===== config.mk =====
export PLATFORM = sky130hd
export DESIGN_NAME = cau_divider
export DESIGN_NICKNAME = d
export VERILOG_FILES = /design/src/rtl/cau_divider.sv
export SDC_FILE = /design/constraint.sdc
export NUM_CORES = 2
export LEC_CHECK = 0
export BUFFER_PORTS_ARGS = -buffer_cell sky130_fd_sc_hd__buf_2
export CORE_ASPECT_RATIO = 0.6
export CORE_MARGIN = 2
export CORE_UTILIZATION = 51
export CTS_CLUSTER_DIAMETER = 120
export CTS_CLUSTER_SIZE = 14
export DETAILED_ROUTE_END_ITERATION = 16
export PLACE_DENSITY = 0.67
export RECOVER_POWER = 50
export SETUP_SLACK_MARGIN = 0.2
export SYNTH_ARGS = -nofsm -noshare
export SYNTH_HDL_FRONTEND = slang
export SYNTH_SLANG_ARGS = --single-unit

===== constraint.sdc =====
create_clock -name clk_i -period 4.86 [get_ports clk_i]
set_input_delay 0.486 -clock clk_i [delete_from_list [all_inputs] [get_ports clk_i]]
set_output_delay 0.486 -clock clk_i [all_outputs]
set_load 0.05 [all_outputs]

===== src/rtl/cau_divider.sv =====
// Pipelined restoring divider, one quotient bit per stage, with overflow flag.
// Standalone; used by complex_arith_unit_top.
`default_nettype none
module cau_divider #(
  parameter int NW = 41,
  parameter int DW = 32,
  parameter int QW = 16
) (
  input  wire logic          clk_i,
  input  wire logic [NW-1:0] num_i,
  input  wire logic [DW-1:0] den_i,
  output logic      [QW-1:0] quo_o,
  output logic               ovf_o
);
  localparam int CW = ((NW > DW + QW) ? NW : DW + QW) + 1;

  logic [NW-1:0] rem_q [QW];
  logic [DW-1:0] den_q [QW];
  logic [QW-1:0] quo_q [QW];
  logic          ovf_q [QW];

  for (genvar k = 0; k < QW; k++) begin : g_stage
    localparam int B = QW - 1 - k;
    logic [NW-1:0] rem_in;
    logic [DW-1:0] den_in;
    logic [QW-1:0] quo_in;
    logic          ovf_in;
    logic [CW-1:0] trial;
    logic          take;

    if (k == 0) begin : g_first
      assign rem_in = num_i;
      assign den_in = den_i;
      assign quo_in = '0;
      // quotient would not fit in QW bits
      assign ovf_in = CW'(num_i) >= (CW'(den_i) << QW);
    end else begin : g_next
      assign rem_in = rem_q[k-1];
      assign den_in = den_q[k-1];
      assign quo_in = quo_q[k-1];
      assign ovf_in = ovf_q[k-1];
    end

    assign trial = CW'(den_in) << B;
    assign take  = CW'(rem_in) >= trial;

    always_ff @(posedge clk_i) begin
      rem_q[k] <= take ? NW'(CW'(rem_in) - trial) : rem_in;
      quo_q[k] <= quo_in | (take ? (QW'(1) << B) : QW'(0));
      den_q[k] <= den_in;
      ovf_q[k] <= ovf_in;
    end
  end

  assign quo_o = quo_q[QW-1];
  assign ovf_o = ovf_q[QW-1];

endmodule
`default_nettype wire


==> run_summary.xml <==
<?xml version="1.0" encoding="UTF-8"?>
<metrics>
  <group name="run_status">
    <metric name="run_status" unit="">complete, no violations</metric>
  </group>
  <group name="floorplan">
    <metric name="die_w" unit="um">435</metric>
    <metric name="row_count" unit="">94</metric>
    <metric name="die_y" unit="um">263</metric>
    <metric name="pin_count" unit="">91</metric>
    <metric name="design.die.area" unit="mm^2">0.114</metric>
    <metric name="initial_core_util" unit="%">51.7</metric>
    <metric name="design.core.area" unit="mm^2">0.110</metric>
  </group>
  <group name="yosys">
    <metric name="post_synth_num_cell_types" unit="">91</metric>
    <metric name="synth_largest_type_area_fraction" unit="%">43.9</metric>
    <metric name="synthArstFlopShare" unit="%">0</metric>
    <metric name="synth_flop_cell" unit="">dfxtp_1</metric>
    <metric name="synth_warnings" unit="">0</metric>
    <metric name="synth_most_common_cell" unit="">dfxtp_1</metric>
    <metric name="synthesis.area" unit="mm^2">0.0569</metric>
    <metric name="syn_area_per_cell" unit="um^2">9.53</metric>
    <metric name="yosysSeqAreaShare" unit="%">43.9</metric>
    <metric name="main_area_contributors_after_synthesis" unit="">dfxtp_1, ha_1, a21oi_1</metric>
    <metric name="synthesized_net_count" unit="">6574</metric>
    <metric name="yosys.area.top_type" unit="">dfxtp_1</metric>
    <metric name="syn-instance-count" unit="">5969</metric>
    <metric name="synth_edf_count" unit="">0</metric>
    <metric name="synth.cells.most_frequent" unit="">dfxtp_1, inv_1, ha_1, a21oi_1, nand2_1</metric>
    <metric name="synth_seq_cells" unit="">1247</metric>
  </group>
  <group name="clocking">
    <metric name="cts_tree" unit="">done</metric>
    <metric name="cts_inserted_buffers" unit="">99</metric>
    <metric name="cts_max_level" unit="">3</metric>
    <metric name="clock_tree.root_cell" unit="">clkbuf_16</metric>
    <metric name="clock_slew_at_the_register_clock_pins_of_the_worst_setup_and_hold_paths" unit="ns">0.07</metric>
    <metric name="ctsResizeCount" unit="">0</metric>
    <metric name="cts_post_setup_buffers_inserted" unit="">0</metric>
    <metric name="clk_latency" unit="ns">0.73</metric>
    <metric name="cts.sinks" unit="">1247</metric>
    <metric name="longest_clk_path_bufs" unit="">3</metric>
  </group>
  <group name="power_and_ir_drop">
    <metric name="vdd_drop_max" unit="V">0.000331</metric>
    <metric name="power-per-cell-area" unit="mW/mm^2">603</metric>
    <metric name="leakage_dissipation" unit="nW">28.6</metric>
    <metric name="total_power" unit="mW">37.7</metric>
  </group>
  <group name="setup_path">
    <metric name="worst-endpoint-arrival" unit="ns">4.90</metric>
    <metric name="critPathMaxStageDelay" unit="ns">0.55</metric>
    <metric name="critical_path.n_buffers_inverters" unit="">3</metric>
    <metric name="cpLargestDelayFamily" unit="">compound AO/OA/AOI/OAI gates</metric>
    <metric name="required" unit="ns">5.47</metric>
    <metric name="crit_slowest_cell" unit="">a311oi_1</metric>
    <metric name="timing.critical_path.cells" unit="">inv_1, ha_1, inv_1, fa_1, a21oi_1, o211ai_2, a32oi_1, a21oi_1, a311oi_1, o31ai_1, nor3b_2, nor2_4, buf_12, mux2_2</metric>
    <metric name="worstSetupStartpointType" unit="">register</metric>
    <metric name="path_max_fanout" unit="">31</metric>
    <metric name="timing.setup.critical_path_class" unit="">reg2reg</metric>
    <metric name="endpoint_kind" unit="">register</metric>
  </group>
  <group name="placement">
    <metric name="buffers_on_ports" unit="">90</metric>
    <metric name="globalplace.congestion" unit="">0.975</metric>
    <metric name="place_area" unit="mm^2">0.0592</metric>
    <metric name="detailedPlacementHpwl" unit="mm">112</metric>
    <metric name="pre_cts_slack" unit="ns">0.770</metric>
  </group>
  <group name="timing">
    <metric name="timing.slew.headroom" unit="%">5.77</metric>
    <metric name="setup_viol_count_final" unit="">0</metric>
    <metric name="finalHoldViolations" unit="">0</metric>
    <metric name="timing.final.crit_share" unit="%">88.2</metric>
    <metric name="tightest_slew" unit="ns">1.40</metric>
    <metric name="finalSetupTns" unit="ns">0</metric>
    <metric name="max_slew_violation_total_from_the_final_report" unit="">0</metric>
    <metric name="whs" unit="ns">0.0449</metric>
    <metric name="skew" unit="ns">0.0490</metric>
    <metric name="upper_clock_frequency_limit" unit="MHz">233</metric>
    <metric name="finalWorstSetupSlack" unit="ns">0.575</metric>
    <metric name="unrepaired_setup_endpoints_after_global_routing" unit="">false</metric>
    <metric name="fin_crit" unit="ns">4.28</metric>
  </group>
  <group name="routing">
    <metric name="detail_route.wl_per_cell" unit="um">18.4</metric>
    <metric name="finalWirelength" unit="mm">140</metric>
    <metric name="detailroute.via_count" unit="">42126</metric>
    <metric name="drc" unit="">0</metric>
    <metric name="viasPerCell" unit="">5.52</metric>
    <metric name="dr.pass1.iters" unit="">6</metric>
    <metric name="first_iter_violations" unit="">4218</metric>
    <metric name="final_antenna_net_count" unit="">0</metric>
  </group>
  <group name="cells_and_area">
    <metric name="drive_gt1_share" unit="%">8.77</metric>
    <metric name="num-nets-final" unit="">6741</metric>
    <metric name="flow.area_growth_from_synthesis" unit="%">9.83</metric>
    <metric name="final_area" unit="mm^2">0.0625</metric>
  </group>
  <group name="grt">
    <metric name="grt_first_pass_wirelength" unit="mm">220</metric>
    <metric name="grt_pass1_vias" unit="">38810</metric>
    <metric name="global_route.usage.total" unit="%">24.0</metric>
    <metric name="grt_start_max_net_pins" unit="">60</metric>
    <metric name="grt_antenna_before_repair" unit="">6</metric>
    <metric name="global_route.overflow_total" unit="">0</metric>
  </group>
  <group name="min_path">
    <metric name="hold_path_class" unit="">in2reg</metric>
  </group>
  <group name="flow_run">
    <metric name="max-cap-violations" unit="">0</metric>
  </group>
</metrics>
where the power goes:
group	internal, mW	switching [mW]	leakage [nW]
Clock	3.65	3.64	1.30
Sequential	12.5	1.24	10.5
Combinational	7.16	9.52	16.8
flip-flops by register name, indices dropped and copies added, names as in the netlist:
| name | cells |
|---|---|
| rem_q | 615 |
| den_q | 480 |
| quo_q | 136 |
| ovf_q | 16 |
layout by cell type (no fill, tap or decap), types with 15 or more instances in the layout:
cell and n:
dfxtp_1 1247, inv_1 608, ha_1 516, a21oi_1 455, nand2_1 369, o21ai_0 364
nor2_1 306, xnor2_1 238, a21o_1 231, mux2_2 200, xor2_1 181, nand3_1 108
clkbuf_16 99, buf_2 90, nor2b_1 82, nand4_1 73, o21a_1 73, nor3_1 65
o21bai_1 61, nand2b_1 59, dlygate4sd3_1 53, a31oi_1 51, and3_1 44, buf_4 44
nor4_1 37, o31ai_1 26, mux2_4 26, or3_1 25, a211oi_1 24, and2_1 23
o211ai_1 23, o31a_1 21, mux2i_1 18, a221oi_1 16, or4_1 15, or2_2 15
fa_1 15
metal layers:
metal / GRT usage, % / vias up / part of all wire (%) / routed length [um]
met5: 0 / - / 0.0093 / 13
met1: 40.6 / 19696 / 55 / 77800
li1: - / 21046 / - / -
met3: 8.42 / 122 / 11 / 15700
met2: 27.7 / 1260 / 32 / 45300
met4: 3.55 / 2 / 1.1 / 1510
final timing paths:
| check | cells after the start | slack, ns | from | to |
|---|---|---|---|---|
| max | 14 | 0.58 | rem_q[1][46] | rem_q[1][88] |
| min reg2reg | 0 | 0.32 | quo_q[11][14] | quo_q[12][14] |
| max reg2reg | 14 | 0.58 | rem_q[1][46] | rem_q[1][88] |
| min | 2 | 0.04 | num_i[34] | rem_q[0][34] |
logic make-up (layout without fill, tap and decap cells):
group / Yosys count / count (layout) / share of synthesized area (%)
xor gates and xnor gates: 419 / 419 / 6.45
muxes: 244 / 244 / 4.96
buffers and inverters: 737 / 911 / 4.98
AOI/OAI and AO/OA: 1505 / 1505 / 16.7
and+or+nand+nor: 1286 / 1286 / 11.1
adders and majority gates: 531 / 531 / 11.9
other: 0 / 1 / 0
DFF: 1247 / 1247 / 43.9
worst register-to-register path, delay by kind of cell, from the launching register on:
| family | cells | cell delay [ns] |
|---|---|---|
| compound gates | 6 | 2.09 |
| buf+inv | 3 | 0.36 |
| flops | 1 | 0.31 |
| mux | 1 | 0.37 |
| simple gates | 2 | 0.48 |
| fa+ha+maj | 2 | 0.59 |
repair_timing:
action / 4_1_cts / 5_1_grt
setup endpoints to repair: 0 / 0
endpoints found under the hold margin: 53 / 0
hold buffers: 53 / 0
cell type report:
cell class | count | area (um^2)
antenna | 1 | 2.50
clock buffer | 100 | 2480
clock inverter | 8 | 203
fill | 9780 | 47600
inverter | 608 | 2280
multi-input combinational | 3985 | 29200
sequential | 1247 | 25000
tap | 1488 | 1860
timing repair buffer | 195 | 1470
metrics by stage:
stage / instances / util, %
floorplan: 5969 / -
global placement: 7470 / 53.8
detailed placement: 7470 / 53.8
CTS: 7631 / 56.7
global route: 7631 / 56.7
finish: 7632 / 56.7
Note: power is estimated with default switching activity, not from simulation.
