--- src/rtl/cau_pkg.sv ---
// Package for the complex arithmetic unit: opcodes, status codes, pipeline constants.
// No dependencies.
`default_nettype none
package cau_pkg;

  typedef enum logic [2:0] {
    CMD_ADD  = 3'd0,
    CMD_SUB  = 3'd1,
    CMD_MUL  = 3'd2,
    CMD_DIV  = 3'd3,
    CMD_EQ   = 3'd4,
    CMD_MAG  = 3'd5,
    CMD_CONJ = 3'd6
  } cmd_e;

  typedef enum logic [1:0] {
    ST_OK   = 2'd0,
    ST_DIV0 = 2'd1,
    ST_SAT  = 2'd2
  } status_e;

  localparam int CAU_FRAC_BITS = 8;
  // quotient / root bits, one per pipeline stage
  localparam int CAU_QBITS = 16;
  // accept edge to the edge at which the result is sampled
  localparam int CAU_LATENCY = CAU_QBITS + 5;

endpackage
`default_nettype wire

--- src/rtl/cau_sqrt.sv ---
// Pipelined integer square root of a 32-bit value, two radicand bits per stage.
// Depends on cau_pkg.
`default_nettype none
module cau_sqrt
  import cau_pkg::*;
(
  input  wire logic        clk_i,
  input  wire logic [31:0] sq_i,
  output logic      [15:0] root_o,
  output logic      [31:0] rem_o
);
  logic [31:0] x_q [CAU_QBITS];
  logic [31:0] r_q [CAU_QBITS];

  for (genvar k = 0; k < CAU_QBITS; k++) begin : g_stage
    localparam logic [31:0] BIT = 32'(1) << (30 - 2 * k);
    logic [31:0] x_in;
    logic [31:0] r_in;
    logic [32:0] trial;
    logic        take;

    if (k == 0) begin : g_first
      assign x_in = sq_i;
      assign r_in = '0;
    end else begin : g_next
      assign x_in = x_q[k-1];
      assign r_in = r_q[k-1];
    end

    assign trial = {1'b0, r_in} + {1'b0, BIT};
    assign take  = {1'b0, x_in} >= trial;

    always_ff @(posedge clk_i) begin
      x_q[k] <= take ? 32'({1'b0, x_in} - trial) : x_in;
      r_q[k] <= take ? ((r_in >> 1) + BIT) : (r_in >> 1);
    end
  end

  assign root_o = r_q[CAU_QBITS-1][15:0];
  assign rem_o  = x_q[CAU_QBITS-1];

endmodule
`default_nettype wire

--- config.mk ---
export PLATFORM = sky130hd
export DESIGN_NAME = cau_sqrt
export DESIGN_NICKNAME = d
export VERILOG_FILES = /design/src/rtl/cau_pkg.sv /design/src/rtl/cau_sqrt.sv
export SDC_FILE = /design/constraint.sdc
export NUM_CORES = 1
export LEC_CHECK = 0
export BUFFER_PORTS_ARGS = -buffer_cell sky130_fd_sc_hd__buf_2
export CAP_MARGIN = 10
export CORE_MARGIN = 3
export CORE_UTILIZATION = 40
export CTS_CLUSTER_DIAMETER = 200
export CTS_CLUSTER_SIZE = 16
export DETAILED_ROUTE_END_ITERATION = 6
export SETUP_SLACK_MARGIN = 0.5
export SLEW_MARGIN = 10
export SYNTH_ARGS = -nofsm -noshare
export SYNTH_HDL_FRONTEND = slang
export SYNTH_SLANG_ARGS = --single-unit
--- constraint.sdc ---
create_clock -name clk_i -period 3.43 [get_ports clk_i]
set_clock_uncertainty 0.05 [all_clocks]
set_input_delay 0.686 -clock clk_i [delete_from_list [all_inputs] [get_ports clk_i]]
set_output_delay 0.686 -clock clk_i [all_outputs]
set_load 0.01 [all_outputs]
==> metrics.log <==
[metrics] run status: finished, final reports clean
[metrics] main combinational cell family by area after synthesis: simple AND/OR/NAND/NOR gates
[metrics] number of clock sinks seen by CTS: 648
[metrics] cells after synthesis: 2421
[metrics] placed cells: 3266
[metrics] Area Growth Syn to Fin: 12.19%
[metrics] maximum cell stage delay along the critical path: 0.58 ns
[metrics] clock edge transition at the registers on the reported setup and hold paths: around 0.070 ns
[metrics] area fraction in compound gates after synthesis: 0.1110
[metrics] setup repair after global routing missed its margin: yes
[metrics] worst setup slack for register-to-register paths: roughly 0.62 ns
[metrics] remaining antenna violation count: 0
[metrics] Worst EP arrival: 3.23 ns
[metrics] fraction of the mapped netlist area in adder cells: 0.07747
[metrics] hold depth: 1
[metrics] Power, Total: 23.75 mW
[metrics] via count: 17020
[metrics] overall fraction of global-route tracks in use: 0.1690
[metrics] first-pass GRT wire length: slightly below 90 mm
[metrics] proportion of netlist area held by the largest area contributor: 0.5284
[metrics] final-layout setup total negative slack: 0 ns
[metrics] power density over the cells: between 800 and 900 mW/mm2
[metrics] element type at the critical path start: flop
[metrics] Max rail drop VDD: 0.5144 mV
[metrics] filler cell count in the final layout: 5616
[metrics] end point of the critical path: x_q[5][52]
[metrics] antenna diode count: 0
[metrics] crit path max-delay cell type: sky130_fd_sc_hd__or4_4
[metrics] maximum capacitance violations: 0
[metrics] total CTS buffers: 46
[metrics] worst reg2reg startpoint: r_q[10][20]
[metrics] critical path launch point: r_q[10][20]
[metrics] number of standard-cell rows in the floorplan: 90
[metrics] GR Overflow Total: 0
[metrics] Leakage: 12.39 nW
[metrics] final critical-path setup slack: 0.6157 ns
[metrics] endpoint class of the critical path: flop
[metrics] Synth area leader: sky130_fd_sc_hd__dfxtp_1
[metrics] post-placement worst setup slack: 0.3736 ns
[metrics] worst rel slew slack: 0.4553
[metrics] iteration count of the initial detailed-routing pass: 5
[metrics] portion of the post-synthesis area used by sequential elements: 0.5284
[metrics] number of antenna violations at the first check in global routing: 0
[metrics] area fraction in and, or, nand and nor cells after synthesis: 0.1555
[metrics] I/O Pins: 81
[metrics] cell count of the worst reg-to-reg path: 10
[metrics] clock root cell: sky130_fd_sc_hd__clkbuf_16
[metrics] fraction of synthesis flops using an asynchronous set or reset pin: 0
[metrics] maximum clock frequency: 0.3553 GHz
[metrics] reg2reg end: x_q[5][52]
[metrics] crit share post-route: 0.8205
[metrics] cells along the critical path: inv_1, ha_2, or4_4, a21o_4, nor4_4, nor4b_4, a21boi_4, buf_6, inv_4, mux2_4
[metrics] routed wire length per instance: 16.40 um
[metrics] number of cells in the finished layout apart from fillers: 3334
[metrics] # nets final: between 2000 and 3000
[metrics] Synthesized Nets: approximately 2600
[metrics] Tmin final: between 2 and 3 ns
[metrics] clock tree from TritonCTS: yes
[metrics] number of endpoints with negative hold slack in the final report: 0
[metrics] top area cells in the synthesized netlist: sky130_fd_sc_hd__dfxtp_1 (53%), sky130_fd_sc_hd__ha_1 (7.7%), sky130_fd_sc_hd__xor2_1 (4.0%)
[metrics] DRC violation count after routing: 0
[metrics] total wire length after detailed routing: roughly 55 mm
[metrics] mean area per synthesized cell: a little over 10 um2
[metrics] maximum level of the CTS H-tree: 2
[metrics] count of port buffers added during placement: 80
[metrics] cts hold-fix bufs: 0
[metrics] maximum fanout along the worst path: 5
[metrics] area of the core: 0.06058 mm2
[metrics] type of the worst setup path: flop to flop
[metrics] vias in the first global route: around 17000
[metrics] required time of the critical path: 3.85 ns
[metrics] flops & latches, synth: around 650
[metrics] CTS Buffer Depth: 3
[metrics] global placer's final weighted congestion: 0.9441
[metrics] setup violators final: 0
[metrics] Die Area: 0.06438 mm2
[metrics] number of pins with negative max-slew slack in the final report: 0
[metrics] Clk Latency, worst-skew pair: 0.61 ns
[metrics] layout cell share with drive strength beyond 1: 0.1034
[metrics] DP HPWL: approximately 43 mm
[metrics] portion of netlist area occupied by mux cells: 0.01330
[metrics] transition time at the pin with the least slew margin: around 0.81 ns
[metrics] number of enable-type register cells in the synthesized netlist: 0
[metrics] horizontal extent of the die: 253.7 um
[metrics] Yosys warnings: 0
[metrics] Primary FF master, synth: sky130_fd_sc_hd__dfxtp_1
[metrics] initial core utilization: 0.4052
[metrics] cell area after synthesis: roughly 0.025 mm2
[metrics] average via count per standard cell: between 5 and 6
[metrics] largest net degree at the start of global routing: 27
[metrics] 1st-iter DRT viols: ~900
[metrics] Tightest Hold Check Type: input port to flop
[metrics] number of distinct library cells after synthesis: 89
[metrics] XOR/XNOR Fraction of Synth Area: 0.07777
[metrics] overall die height: 253.7 um
[metrics] final core utilization: 0.4546
-- layout by cell type (no fill, tap or decap), types with 6 or more instances in the layout --
cell type / instances
sky130_fd_sc_hd__a211oi_1: 9
sky130_fd_sc_hd__a21boi_0: 6
sky130_fd_sc_hd__a21o_1: 26
sky130_fd_sc_hd__a21oi_1: 140
sky130_fd_sc_hd__and2_1: 6
sky130_fd_sc_hd__and3_1: 8
sky130_fd_sc_hd__buf_2: 80
sky130_fd_sc_hd__buf_4: 30
sky130_fd_sc_hd__clkbuf_16: 46
sky130_fd_sc_hd__dfxtp_1: 646
sky130_fd_sc_hd__ha_1: 149
sky130_fd_sc_hd__inv_1: 183
sky130_fd_sc_hd__mux2_2: 20
sky130_fd_sc_hd__mux2i_1: 6
sky130_fd_sc_hd__nand2_1: 157
sky130_fd_sc_hd__nand2b_1: 29
sky130_fd_sc_hd__nand3_1: 35
sky130_fd_sc_hd__nand3b_1: 15
sky130_fd_sc_hd__nand4_1: 26
sky130_fd_sc_hd__nand4b_1: 6
sky130_fd_sc_hd__nor2_1: 156
sky130_fd_sc_hd__nor2b_1: 15
sky130_fd_sc_hd__nor3_1: 58
sky130_fd_sc_hd__nor3b_1: 6
sky130_fd_sc_hd__nor4_1: 76
sky130_fd_sc_hd__nor4b_1: 14
sky130_fd_sc_hd__o211ai_1: 14
sky130_fd_sc_hd__o21a_1: 33
sky130_fd_sc_hd__o21ai_0: 123
sky130_fd_sc_hd__o21bai_1: 7
sky130_fd_sc_hd__o31a_1: 7
sky130_fd_sc_hd__o31ai_1: 13
sky130_fd_sc_hd__or2_2: 10
sky130_fd_sc_hd__or3_1: 31
sky130_fd_sc_hd__or4_1: 13
sky130_fd_sc_hd__xnor2_1: 104
sky130_fd_sc_hd__xor2_1: 113
-- cell families after synthesis --
| family | after synthesis |
|---|---|
| simple gates | 712 |
| xor+xnor | 218 |
| fa+ha+maj | 152 |
| compound gates | 439 |
| mux | 29 |
| buf+inv | 223 |
| flops | 648 |
-- how the worst min path moves through the flow --
stage | from | endpoint | slack, ns
6_report | sq_i[0] | x_q[0][0] | 0.13
4_1_cts | sq_i[0] | x_q[0][0] | 0.09
5_1_grt | sq_i[26] | x_q[0][26] | 0.1
3_5_place_dp | r_q[12][11] | r_q[13][10] | 0.29
3_3_place_gp | x_q[3][0] | x_q[3][32] | 0.28
2_1_floorplan | x_q[1][48] | x_q[2][16] | 0.27
-- cells in the mapped netlist (26+ instances only) --
library cell,count
sky130_fd_sc_hd__or3_1,32
sky130_fd_sc_hd__xor2_1,113
sky130_fd_sc_hd__nor2_1,157
sky130_fd_sc_hd__dfxtp_1,648
sky130_fd_sc_hd__a21oi_1,142
sky130_fd_sc_hd__nor3_1,63
sky130_fd_sc_hd__nand4_1,26
sky130_fd_sc_hd__o21ai_0,127
sky130_fd_sc_hd__o21a_1,33
sky130_fd_sc_hd__ha_1,152
sky130_fd_sc_hd__inv_1,183
sky130_fd_sc_hd__nand2b_1,29
sky130_fd_sc_hd__nand2_1,157
sky130_fd_sc_hd__xnor2_1,105
sky130_fd_sc_hd__nor4_1,80
sky130_fd_sc_hd__nand3_1,35
sky130_fd_sc_hd__a21o_1,27
-- layer usage --
layer	GRT usage	up-vias	part of all wire	routed length [um]
li1	-	8611	-	-
met4	0.05472	0	0.026	1423
met1	0.2034	8065	0.44	24270
met2	0.3112	263	0.50	27280
met3	0.02252	85	0.031	1710
met5	0	-	0	0
-- final cells by class --
| type | instances | area [um2] | share of cell area |
|---|---|---|---|
| Tap cell | 782 | 978.4 | 0.03552 |
| Clock buffer | 46 | 1151 | 0.04179 |
| Timing Repair Buffer | 116 | 719.4 | 0.02612 |
| Sequential cell | 648 | 12970 | 0.4711 |
| Clock inverter | 4 | 98.84 | 0.003589 |
| Multi-Input combinational cell | 1550 | 10910 | 0.3960 |
| Inverter | 188 | 713.2 | 0.02589 |
-- critical path, delay by kind of cell, from the launching register on --
| kind | cells | cell delay [ns] |
|---|---|---|
| flops | 1 | 0.34 |
| mux | 1 | 0.27 |
| fa+ha+maj | 1 | 0.20 |
| compound gates | 2 | 0.57 |
| simple gates | 3 | 1.05 |
| buf+inv | 3 | 0.22 |
-- where the power goes --
part	switching (mW)	internal, mW
clock	2.52	2.42
sequential	1.60	9.52
combinational	4.16	3.53
total	8.28	15.5
-- metrics by stage --
step           instance area [um2]  hold WS (ns)
6_report                     27540        0.1318
5_1_grt                      27540       0.09869
4_1_cts                      27230       0.09347
3_5_place_dp                 25890        0.2855
3_3_place_gp                 25890        0.2842
2_1_floorplan                24550        0.2724
-- state kept, by name, indices dropped and copies added (netlist names) --
signal / flops
x_q: 512
r_q: 136
-- timing repair --
item	4_1_cts	5_1_grt
endpoints found under the setup margin	30	87
gates resized for setup	5	51
gates cloned	0	0
setup buffers	7	11
pin swaps	2	7
(Power assumes the default switching activity.)
